File: config.mk
export PLATFORM = sky130hd
export DESIGN_NAME = minute_bar_ma_crossover_top
export DESIGN_NICKNAME = d
export VERILOG_FILES = /design/src/rtl/mbmac_pkg.sv /design/src/rtl/mbmac_divider.sv /design/src/rtl/minute_bar_ma_crossover_top.sv
export SDC_FILE = /design/constraint.sdc
export NUM_CORES = 2
export LEC_CHECK = 0
export ABC_CLOCK_PERIOD_IN_PS = 19300
export BUFFER_PORTS_ARGS = -buffer_cell sky130_fd_sc_hd__buf_2
export CORE_MARGIN = 1.5
export CORE_UTILIZATION = 30
export DETAILED_ROUTE_END_ITERATION = 16
export GPL_ROUTABILITY_DRIVEN = 0
export REMOVE_ABC_BUFFERS = 1
export SYNTH_ARGS = -nofsm -noshare
export SYNTH_HDL_FRONTEND = slang
export SYNTH_SLANG_ARGS = --single-unit
File: constraint.sdc
create_clock -name aclk -period 19.3 [get_ports aclk]
set_clock_uncertainty 0.05 [all_clocks]
set_input_delay 0.965 -clock aclk [delete_from_list [all_inputs] [get_ports aclk]]
set_output_delay 0.965 -clock aclk [all_outputs]
set_load 0.005 [all_outputs]
File: src/rtl/mbmac_pkg.sv
// Shared types and constants for the minute bar moving-average crossover block.
`default_nettype none
package mbmac_pkg;
    localparam int MAX_WINDOW = 64;
    localparam int PRICE_W = 32;
    localparam int WIN_W   = 7;
    localparam int TIME_W  = 17;

    typedef enum logic [1:0] {
        SIG_NONE = 2'd0,
        SIG_BUY  = 2'd1,
        SIG_SELL = 2'd2
    } signal_t;

    localparam logic [0:0] REG_FAST = 1'b0;
    localparam logic [0:0] REG_SLOW = 1'b1;

    // divider request from sequencer
    typedef struct packed {
        logic        start;
        logic [37:0] dividend;
        logic [6:0]  divisor;
    } div_req_t;

    typedef struct packed {
        logic        done;
        logic [31:0] quotient;
    } div_rsp_t;
endpackage
`default_nettype wire

File: src/rtl/mbmac_divider.sv
// Restoring divider, one quotient bit per cycle.
`default_nettype none
module mbmac_divider (
    input  wire logic                aclk,
    input  wire logic                aresetn,
    input  wire mbmac_pkg::div_req_t req,
    output mbmac_pkg::div_rsp_t      rsp
);
    logic [37:0] quo_reg, quo_next;
    logic [6:0]  rem_reg, rem_next;
    logic [6:0]  dvs_reg, dvs_next;
    logic [5:0]  cnt_reg, cnt_next;
    logic        busy_reg, busy_next;
    logic        done_reg, done_next;
    logic [7:0]  trial;

    always_comb begin
        quo_next  = quo_reg;
        rem_next  = rem_reg;
        dvs_next  = dvs_reg;
        cnt_next  = cnt_reg;
        busy_next = busy_reg;
        done_next = 1'b0;
        trial     = {rem_reg, quo_reg[37]};
        if (req.start) begin
            quo_next  = req.dividend;
            rem_next  = '0;
            dvs_next  = req.divisor;
            cnt_next  = 6'd37;
            busy_next = 1'b1;
        end else if (busy_reg) begin
            if (trial >= {1'b0, dvs_reg}) begin
                rem_next = 7'(trial - {1'b0, dvs_reg});
                quo_next = {quo_reg[36:0], 1'b1};
            end else begin
                rem_next = trial[6:0];
                quo_next = {quo_reg[36:0], 1'b0};
            end
            if (cnt_reg == '0) begin
                busy_next = 1'b0;
                done_next = 1'b1;
            end
            cnt_next = cnt_reg - 6'd1;
        end
    end

    always_ff @(posedge aclk) begin
        if (!aresetn) begin
            busy_reg <= 1'b0;
            done_reg <= 1'b0;
            cnt_reg  <= '0;
        end else begin
            busy_reg <= busy_next;
            done_reg <= done_next;
            cnt_reg  <= cnt_next;
        end
        quo_reg <= quo_next;
        rem_reg <= rem_next;
        dvs_reg <= dvs_next;
    end

    assign rsp.done     = done_reg;
    assign rsp.quotient = quo_reg[31:0];
endmodule
`default_nettype wire

File: src/rtl/minute_bar_ma_crossover_top.sv
// Top level: tick to OHLC bar gathering, close history and SMA crossover sequencer.
//
//   channel   dir  handshake              payload
//   s_axis    in   s_tvalid/s_tready      tdata: tick fields, tlast: last_tick
//   m_axis    out  m_tvalid/m_tready      tdata: bar and averages, tuser: signal, tlast: see below
//   apb       in   psel/penable/pwrite    fast_window @0, slow_window @4
//
// A tick with no bar close passes through check, update and last-flag test.
// Each bar close writes the history, then walks it to rebuild both window sums
// (one read per cycle), then runs up to two 38-step divisions on the shared
// divider, then waits for the result to be taken. s_tready is low throughout.
// m_tlast is low only on the first of two results emitted for a last tick.
// Reset is synchronous; the close history is not cleared (sums that include unwritten
// entries are never divided, since averages need bar_count >= window).
`default_nettype none
module minute_bar_ma_crossover_top (
    input  wire logic         aclk,
    input  wire logic         aresetn,
    input  wire logic         s_tvalid,
    output logic              s_tready,
    // [4:0] tick_hour, [10:5] tick_minute, [16:11] tick_second, [48:17] price, pad
    input  wire logic [55:0]  s_tdata,
    input  wire logic         s_tlast,
    output logic              m_tvalid,
    input  wire logic         m_tready,
    // [4:0] bar_hour, [10:5] bar_minute, [16:11] bar_second, [48:17] open_price,
    // [80:49] high_price, [112:81] low_price, [144:113] close_price,
    // [176:145] fast_average, [208:177] slow_average, pad
    output logic [215:0]      m_tdata,
    // [1:0] signal
    output logic [1:0]        m_tuser,
    output logic              m_tlast,
    input  wire logic         psel,
    input  wire logic         penable,
    input  wire logic         pwrite,
    input  wire logic [2:0]   paddr,
    input  wire logic [31:0]  pwdata,
    output logic [31:0]       prdata,
    output logic              pready
);
    localparam int MAX_WINDOW = mbmac_pkg::MAX_WINDOW;
    localparam int PW = $clog2(MAX_WINDOW);
    localparam int CW = $clog2(MAX_WINDOW + 1);
    localparam int SW = 32 + PW;

    typedef enum logic [3:0] {
        ST_IDLE, ST_CHECK, ST_WRITE, ST_SUM, ST_DIVF, ST_WAITF, ST_DIVS, ST_WAITS,
        ST_EMIT, ST_UPDATE, ST_LAST
    } state_t;

    state_t state_reg, state_next;

    logic [6:0]  fast_cfg_reg, slow_cfg_reg;

    // stored tick
    logic [16:0] tick_time_reg;
    logic [31:0] price_reg;
    logic        last_reg;
    logic        second_close_reg;  // currently handling last-tick close

    logic [31:0] hist_mem [MAX_WINDOW];
    logic [31:0] hist_rd_reg;
    logic [PW-1:0] hptr_reg;
    logic [CW-1:0] bcount_reg;
    logic [SW-1:0] fsum_reg, ssum_reg;
    logic [32:0]   prev_diff_reg;
    logic [31:0] open_reg, high_reg, low_reg, close_reg;
    logic [16:0] bar_time_reg;
    logic        open_flag_reg, started_reg;

    logic [CW-1:0] idx_reg;      // walk step
    logic          rd_ok_reg;
    logic [31:0] fa_reg, sa_reg;
    logic [1:0]  sig_reg;

    // clamped windows
    logic [CW-1:0] slow_n, fast_n, fast_c;
    always_comb begin
        if (slow_cfg_reg == '0) slow_n = CW'(1);
        else if (32'(slow_cfg_reg) > 32'(MAX_WINDOW)) slow_n = CW'(MAX_WINDOW);
        else slow_n = CW'(slow_cfg_reg);
        if (fast_cfg_reg == '0) fast_c = CW'(1);
        else if (32'(fast_cfg_reg) > 32'(MAX_WINDOW)) fast_c = CW'(MAX_WINDOW);
        else fast_c = CW'(fast_cfg_reg);
        fast_n = (fast_c > slow_n) ? slow_n : fast_c;
    end

    mbmac_pkg::div_req_t dreq;
    mbmac_pkg::div_rsp_t drsp;
    mbmac_divider u_div (.aclk(aclk), .aresetn(aresetn), .req(dreq), .rsp(drsp));

    // a division is only started when its average is defined
    always_comb begin
        dreq.start    = ((state_reg == ST_DIVF) && (bcount_reg >= fast_n)) ||
                        ((state_reg == ST_DIVS) && (bcount_reg >= slow_n));
        dreq.dividend = (state_reg == ST_DIVF) ? 38'(fsum_reg) : 38'(ssum_reg);
        dreq.divisor  = (state_reg == ST_DIVF) ? 7'(fast_n) : 7'(slow_n);
    end

    logic [PW-1:0] rd_addr;
    assign rd_addr = PW'(hptr_reg - PW'(1) - PW'(idx_reg));

    // signal decision
    logic [32:0] cur_diff;
    logic        sig_ok;
    logic [1:0]  sig_val;
    always_comb begin
        cur_diff = {1'b0, fa_reg} - {1'b0, sa_reg};
        sig_ok   = (fa_reg != '0) && (sa_reg != '0) && (bcount_reg >= slow_n);
        sig_val  = mbmac_pkg::SIG_NONE;
        if (sig_ok && prev_diff_reg != '0) begin
            if (!prev_diff_reg[32] && cur_diff[32]) sig_val = mbmac_pkg::SIG_SELL;
            else if (prev_diff_reg[32] && !cur_diff[32] && cur_diff != '0)
                sig_val = mbmac_pkg::SIG_BUY;
        end
    end

    logic s_fire, m_fire;
    assign s_fire = s_tvalid && s_tready;
    assign m_fire = m_tvalid && m_tready;
    assign s_tready = (state_reg == ST_IDLE);

    always_ff @(posedge aclk) begin
        if (state_reg == ST_WRITE) hist_mem[hptr_reg] <= close_reg;
        hist_rd_reg <= hist_mem[rd_addr];
    end

    always_ff @(posedge aclk) begin
        if (!aresetn) begin
            state_reg     <= ST_IDLE;
            fast_cfg_reg  <= 7'd5;
            slow_cfg_reg  <= 7'd20;
            hptr_reg      <= '0;
            bcount_reg    <= '0;
            fsum_reg      <= '0;
            ssum_reg      <= '0;
            prev_diff_reg <= '0;
            open_reg      <= '0;
            high_reg      <= '0;
            low_reg       <= '1;
            close_reg     <= '0;
            bar_time_reg  <= '0;
            open_flag_reg <= 1'b0;
            started_reg   <= 1'b0;
            m_tvalid      <= 1'b0;
            m_tlast       <= 1'b0;
            second_close_reg <= 1'b0;
            idx_reg       <= '0;
            rd_ok_reg     <= 1'b0;
        end else begin
            if (psel && penable && pwrite) begin
                if (paddr[2] == mbmac_pkg::REG_FAST) fast_cfg_reg <= pwdata[6:0];
                else slow_cfg_reg <= pwdata[6:0];
            end
            unique case (state_reg)
                ST_IDLE: if (s_fire) begin
                    tick_time_reg <= {s_tdata[4:0], s_tdata[10:5], s_tdata[16:11]};
                    price_reg     <= s_tdata[48:17];
                    last_reg      <= s_tlast;
                    second_close_reg <= 1'b0;
                    if (!started_reg) begin
                        started_reg  <= 1'b1;
                        bar_time_reg <= {s_tdata[4:0], s_tdata[10:5], s_tdata[16:11]};
                    end
                    state_reg <= ST_CHECK;
                end
                ST_CHECK: begin
                    if (bar_time_reg[11:6] != tick_time_reg[11:6]) state_reg <= ST_WRITE;
                    else state_reg <= ST_UPDATE;
                end
                ST_WRITE: begin
                    hptr_reg <= PW'(hptr_reg + PW'(1));
                    if (32'(bcount_reg) < MAX_WINDOW) bcount_reg <= CW'(bcount_reg + CW'(1));
                    fsum_reg  <= '0;
                    ssum_reg  <= '0;
                    idx_reg   <= '0;
                    rd_ok_reg <= 1'b0;
                    fa_reg    <= '0;
                    sa_reg    <= '0;
                    state_reg <= ST_SUM;
                end
                ST_SUM: begin
                    // one history read per cycle, accumulated in the following cycle
                    if (rd_ok_reg) begin
                        if (CW'(idx_reg - CW'(1)) < fast_n)
                            fsum_reg <= SW'(fsum_reg + SW'(hist_rd_reg));
                        ssum_reg <= SW'(ssum_reg + SW'(hist_rd_reg));
                    end
                    if (idx_reg == slow_n) state_reg <= ST_DIVF;
                    else begin
                        idx_reg   <= CW'(idx_reg + CW'(1));
                        rd_ok_reg <= 1'b1;
                    end
                end
                ST_DIVF: state_reg <= (bcount_reg >= fast_n) ? ST_WAITF : ST_DIVS;
                ST_WAITF: if (drsp.done) begin
                    fa_reg    <= drsp.quotient;
                    state_reg <= ST_DIVS;
                end
                ST_DIVS: state_reg <= (bcount_reg >= slow_n) ? ST_WAITS : ST_EMIT;
                ST_WAITS: if (drsp.done) begin
                    sa_reg    <= drsp.quotient;
                    state_reg <= ST_EMIT;
                end
                ST_EMIT: begin
                    if (!m_tvalid) begin
                        m_tdata <= {7'd0, sa_reg, fa_reg, close_reg, low_reg, high_reg,
                                    open_reg, bar_time_reg[5:0], bar_time_reg[11:6],
                                    bar_time_reg[16:12]};
                        m_tuser <= sig_val;
                        m_tlast <= second_close_reg || !last_reg;
                        m_tvalid <= 1'b1;
                        if (sig_ok) prev_diff_reg <= cur_diff;
                        open_flag_reg <= 1'b0;
                        high_reg      <= '0;
                        low_reg       <= '1;
                        bar_time_reg  <= tick_time_reg;
                    end else if (m_fire) begin
                        m_tvalid  <= 1'b0;
                        state_reg <= second_close_reg ? ST_IDLE : ST_UPDATE;
                    end
                end
                ST_UPDATE: begin
                    if (!open_flag_reg) begin
                        open_flag_reg <= 1'b1;
                        open_reg      <= price_reg;
                    end
                    if (price_reg < low_reg) low_reg <= price_reg;
                    if (price_reg > high_reg) high_reg <= price_reg;
                    close_reg <= price_reg;
                    state_reg <= ST_LAST;
                end
                ST_LAST: begin
                    if (last_reg) begin
                        second_close_reg <= 1'b1;
                        state_reg <= ST_WRITE;
                    end else state_reg <= ST_IDLE;
                end
                default: state_reg <= ST_IDLE;
            endcase
        end
    end

    assign pready = 1'b1;
    assign prdata = (paddr[2] == mbmac_pkg::REG_FAST) ? {25'd0, fast_cfg_reg}
                                                      : {25'd0, slow_cfg_reg};

    // result payload holds while stalled
    a_hold: assert property (@(posedge aclk) disable iff (!aresetn)
        m_tvalid && !m_tready |=> m_tvalid && $stable(m_tdata))
        else $error("result changed under stall");
    // no new item while a result is pending
    a_busy: assert property (@(posedge aclk) disable iff (!aresetn)
        m_tvalid |-> !s_tready)
        else $error("input taken with result pending");
    // divider only finishes while waited for
    a_div: assert property (@(posedge aclk) disable iff (!aresetn)
        drsp.done |-> (state_reg == ST_WAITF || state_reg == ST_WAITS))
        else $error("stray divider completion");
endmodule
`default_nettype wire
==> results_tabular.tex <==
\begin{tabular}{lr}
\hline
Metric & Value \\
\hline
\multicolumn{2}{l}{\textbf{Status}} \\
Status & finished clean \\
\multicolumn{2}{l}{\textbf{Logic synthesis}} \\
Post-synthesis area per instance & 17.81 um2 \\
Leading cell types by count after synthesis & 2,418 x sky130\_fd\_sc\_hd\_\_edfxtp\_1, 640 x sky130\_fd\_sc\_hd\_\_mux4\_2, 345 x sky130\_fd\_sc\_hd\_\_dfxtp\_1, 341 x sky130\_fd\_sc\_hd\_\_nand2\_1, 294 x sky130\_fd\_sc\_hd\_\_nor2\_1 \\
Cell types occupying the most area after synthesis & sky130\_fd\_sc\_hd\_\_edfxtp\_1 65\%, sky130\_fd\_sc\_hd\_\_mux4\_2 13\%, sky130\_fd\_sc\_hd\_\_dfxtp\_1 6.2\% \\
Yosys cell types & 89 \\
Proportion of synthesized chip area in sequential cells & 0.7116 \\
Count of warnings emitted by yosys & 0 \\
Adder-cell area share of the yosys netlist & 0.02374 \\
Number of flops mapped to enable cells by yosys & roughly 2,400 \\
Cell with the most instances after synthesis & sky130\_fd\_sc\_hd\_\_edfxtp\_1 \\
Area fraction of the dominant cell type after synthesis & 0.6498 \\
Simple-gate share of the synthesized area & 0.04550 \\
Parity-gate share of the synthesized area counting xor and xnor cells & 0.008778 \\
Synth Instances & 6,274 \\
Biggest area consumer among synthesized cells & sky130\_fd\_sc\_hd\_\_edfxtp\_1 \\
Most frequently used flop master after synthesis & sky130\_fd\_sc\_hd\_\_edfxtp\_1 \\
Fraction of registers with async set or reset after synthesis & 0 \\
Post-synthesis sequential element count & 2,763 \\
Multiplexer area fraction after synthesis & 0.1486 \\
Post-synthesis compound-gate area fraction & 0.04287 \\
Combinational family with the most area after synthesis & multiplexers \\
Synthesized area & roughly 0.11 mm2 \\
\multicolumn{2}{l}{\textbf{Power}} \\
Total leakage power & 43.55 nW \\
Overall power of the completed layout & 0.01616 W \\
Power density of the placed cells & 124.6 mW/mm2 \\
Maximum resistive drop on vdd & 0.0001118 V \\
\multicolumn{2}{l}{\textbf{Routing}} \\
DRC viols & 0 \\
Final antenna-violating net count & 0 \\
Total Routed Length & 293.8 mm \\
Drt initial violations & about 6,100 \\
Post-detailed-route via-to-cell ratio & 5.021 \\
First-pass detailed-route iteration total & 5 \\
Via count of the routed design & 59,750 \\
Routed length per placed instance & 24.69 um \\
\multicolumn{2}{l}{\textbf{Timing}} \\
Worst hold-check slack & between 0.2 and 0.25 ns \\
Transition time at the pin with the least slew margin & $\sim$1.3 ns \\
Final Worst Setup Slack & 12.69 ns \\
Final Hold Fails & 0 \\
Min Tclk post-route & 6.608 ns \\
Setup Viol. Count Final & 0 \\
Max-slew headroom & 0.1193 \\
Setup repair after global routing missed its margin & no \\
Sum Neg Setup Slack & 0 ns \\
Final-report max-slew violation count & 0 \\
Highest clock frequency the design can meet & 151.3 MHz \\
Final period utilization & 0.3424 \\
\multicolumn{2}{l}{\textbf{Die}} \\
Starting utilization of the core area & 0.3020 \\
I/O pin total & around 350 \\
Floorplan die area & approximately 0.38 mm2 \\
Vertical die dimension & 613.3 um \\
Row count & 223 \\
Placeable Area & 0.3700 mm2 \\
Die boundary width & 613.3 um \\
\multicolumn{2}{l}{\textbf{Clock network}} \\
Inserted Clock Buffers & 296 \\
Maximum buffer depth of the clock tree & 4 \\
Worst-skew pair later-pin latency & 0.87 ns \\
CTS sink count & 2,763 \\
Number of resized instances in the post-cts repair step & 0 \\
Post-CTS setup-driven buffer insertion count & 0 \\
Number of buffers added to fix hold violations after cts & 0 \\
CTS tree & done \\
Count of H-tree levels built during CTS & 5 \\
Clock input transition at the sequential cells of the worst setup and hold paths & 0.06 ns \\
Cell at the root of the clock tree & sky130\_fd\_sc\_hd\_\_clkbuf\_16 \\
\multicolumn{2}{l}{\textbf{Critical path}} \\
Crit-path max FO & 56 \\
Startpoint-to-endpoint class of the critical path & reg -> reg \\
Crit path arrival time & 7.12 ns \\
Req. time, crit path & 19.81 ns \\
Kind of end point of the critical path & flip-flop \\
Startpoint type of the worst setup path & flip-flop \\
\multicolumn{2}{l}{\textbf{Finish}} \\
Most flops, register & hist\_mem \\
Fraction of final layout cells with drive strength greater than 1 & 0.2559 \\
Area added between synthesis and finish & 16.01\% \\
Final-layout fill cell count & 34,500 \\
Largest registers & hist\_mem x2048, m\_tdata x209 \\
Number of flip-flops in the largest register & between 2,000 and 2,500 \\
Net total in the final layout & approximately 7,000 \\
\multicolumn{2}{l}{\textbf{Place}} \\
DPL Wire Length & 170.3 mm \\
Count of input and output buffers & 285 \\
Worst setup timing slack at the placement stage & between 10 and 15 ns \\
\multicolumn{2}{l}{\textbf{GRT}} \\
Wire length of the first global-routing pass & 420.2 mm \\
Largest net degree at the start of global routing & 111 \\
Via count of the first global-routing pass & roughly 61,000 \\
GRT overflow & 0 \\
GRT Util Overall & 0.1523 \\
Number of antenna violations at the first check in global routing & 24 \\
\multicolumn{2}{l}{\textbf{Min path}} \\
Min-delay worst type & in -> reg \\
\multicolumn{2}{l}{\textbf{Run}} \\
Maximum Capacitance Violations & 0 \\
\hline
\end{tabular}
-- metrics by stage --
| stage | instance area (um2) | std cells | util |
|---|---|---|---|
| detailed placement | 120100 | 11360 | 0.3246 |
| global route | 129600 | 11900 | 0.3504 |
| floorplan | 110400 | 5956 | - |
| global placement | 120100 | 11360 | 0.3246 |
| CTS | 129600 | 11900 | 0.3503 |
| finish | 129600 | 11900 | 0.3504 |
-- critical path, stage by stage, from the launching register on --
cell and delay [ns]:
sky130_fd_sc_hd__dfxtp_1 0.48, sky130_fd_sc_hd__nor2b_1 0.36, sky130_fd_sc_hd__inv_1 0.15, sky130_fd_sc_hd__ha_1 0.32, sky130_fd_sc_hd__a21o_1 0.19, sky130_fd_sc_hd__a21oi_1 0.14
sky130_fd_sc_hd__nor2b_1 0.09, sky130_fd_sc_hd__or3_1 0.40, sky130_fd_sc_hd__o21ai_0 0.44, sky130_fd_sc_hd__mux2_2 0.44, sky130_fd_sc_hd__ha_1 0.27, sky130_fd_sc_hd__nand2b_1 0.09
sky130_fd_sc_hd__a21o_1 0.11, sky130_fd_sc_hd__a21o_1 0.11, sky130_fd_sc_hd__a21o_1 0.11, sky130_fd_sc_hd__a21o_1 0.11, sky130_fd_sc_hd__a21o_1 0.12, sky130_fd_sc_hd__a21o_1 0.34
sky130_fd_sc_hd__nor2_1 0.06, sky130_fd_sc_hd__or3b_1 0.59, sky130_fd_sc_hd__inv_2 0.90, sky130_fd_sc_hd__mux2_2 0.43
-- where the power goes --
| group | leakage (nW) | switching, W | internal [W] |
|---|---|---|---|
| clock network | 4.66 | 0.00231 | 0.00331 |
| registers | 25.2 | 0.000160 | 0.00658 |
| logic | 13.7 | 0.00208 | 0.00172 |
| total | 43.5 | 0.00455 | 0.0116 |
-- layout make-up --
| type | count | area, um2 | share of cell area |
|---|---|---|---|
| diodes | 3 | 7.507 | 0.00005791 |
| clock buffers | 384 | 8036 | 0.06199 |
| clock inverters | 149 | 1495 | 0.01153 |
| inverters | 173 | 656.9 | 0.005067 |
| multi-input cells | 3020 | 30900 | 0.2384 |
| flip-flops and latches | 2763 | 79560 | 0.6137 |
| well taps | 4950 | 6193 | 0.04778 |
| repair buffers | 458 | 2790 | 0.02152 |
-- cells in the final DEF, fill, tap and decap left out, drive strengths merged, types with 19 or more instances in the layout --
| cell | count |
|---|---|
| clkbuf | 384 |
| bufinv | 27 |
| a22o | 32 |
| xor2 | 47 |
| and2 | 74 |
| a211oi | 67 |
| dfxtp | 345 |
| a21oi | 289 |
| xnor2 | 65 |
| nor2b | 56 |
| nor3 | 45 |
| nor4 | 34 |
| o211ai | 19 |
| buf | 458 |
| ha | 204 |
| conb | 33 |
| edfxtp | 2418 |
| mux2i | 89 |
| mux4 | 640 |
| a21o | 91 |
| o21ai | 91 |
| nand2 | 341 |
| mux2 | 116 |
| nor2 | 294 |
| inv | 183 |
| nand3 | 83 |
| nand4 | 42 |
| clkinv | 105 |
-- cell families after synthesis --
kind of cell	Yosys count
flip-flops	2763
buffers and inverters	522
AO/OA/AOI/OAI	743
other	2
adder cells (fa/ha/maj)	209
multiplexers	845
AND/OR/NAND/NOR	1078
XOR/XNOR	112
-- path summary, 6_finish.rpt --
check,startpoint,slack (ns),depth (start not counted),end
worst max-delay path,slow_cfg_reg[6],12.69,21,u_div.quo_reg[22]
worst min register to register,low_reg[11],0.35,0,m_tdata[92]
worst max register to register,slow_cfg_reg[6],12.69,21,u_div.quo_reg[22]
worst min-delay path,s_tdata[41],0.24,1,price_reg[24]
-- routing by layer --
layer	global-route usage	vias to the layer above	routed length, um
li1	-	25790	-
met1	0.2031	31280	121500
met2	0.2578	2236	143500
met3	0.02270	435	20600
met4	0.04289	2	8218
met5	0	-	13
No activity file was read; power rests on OpenSTA's default activity.
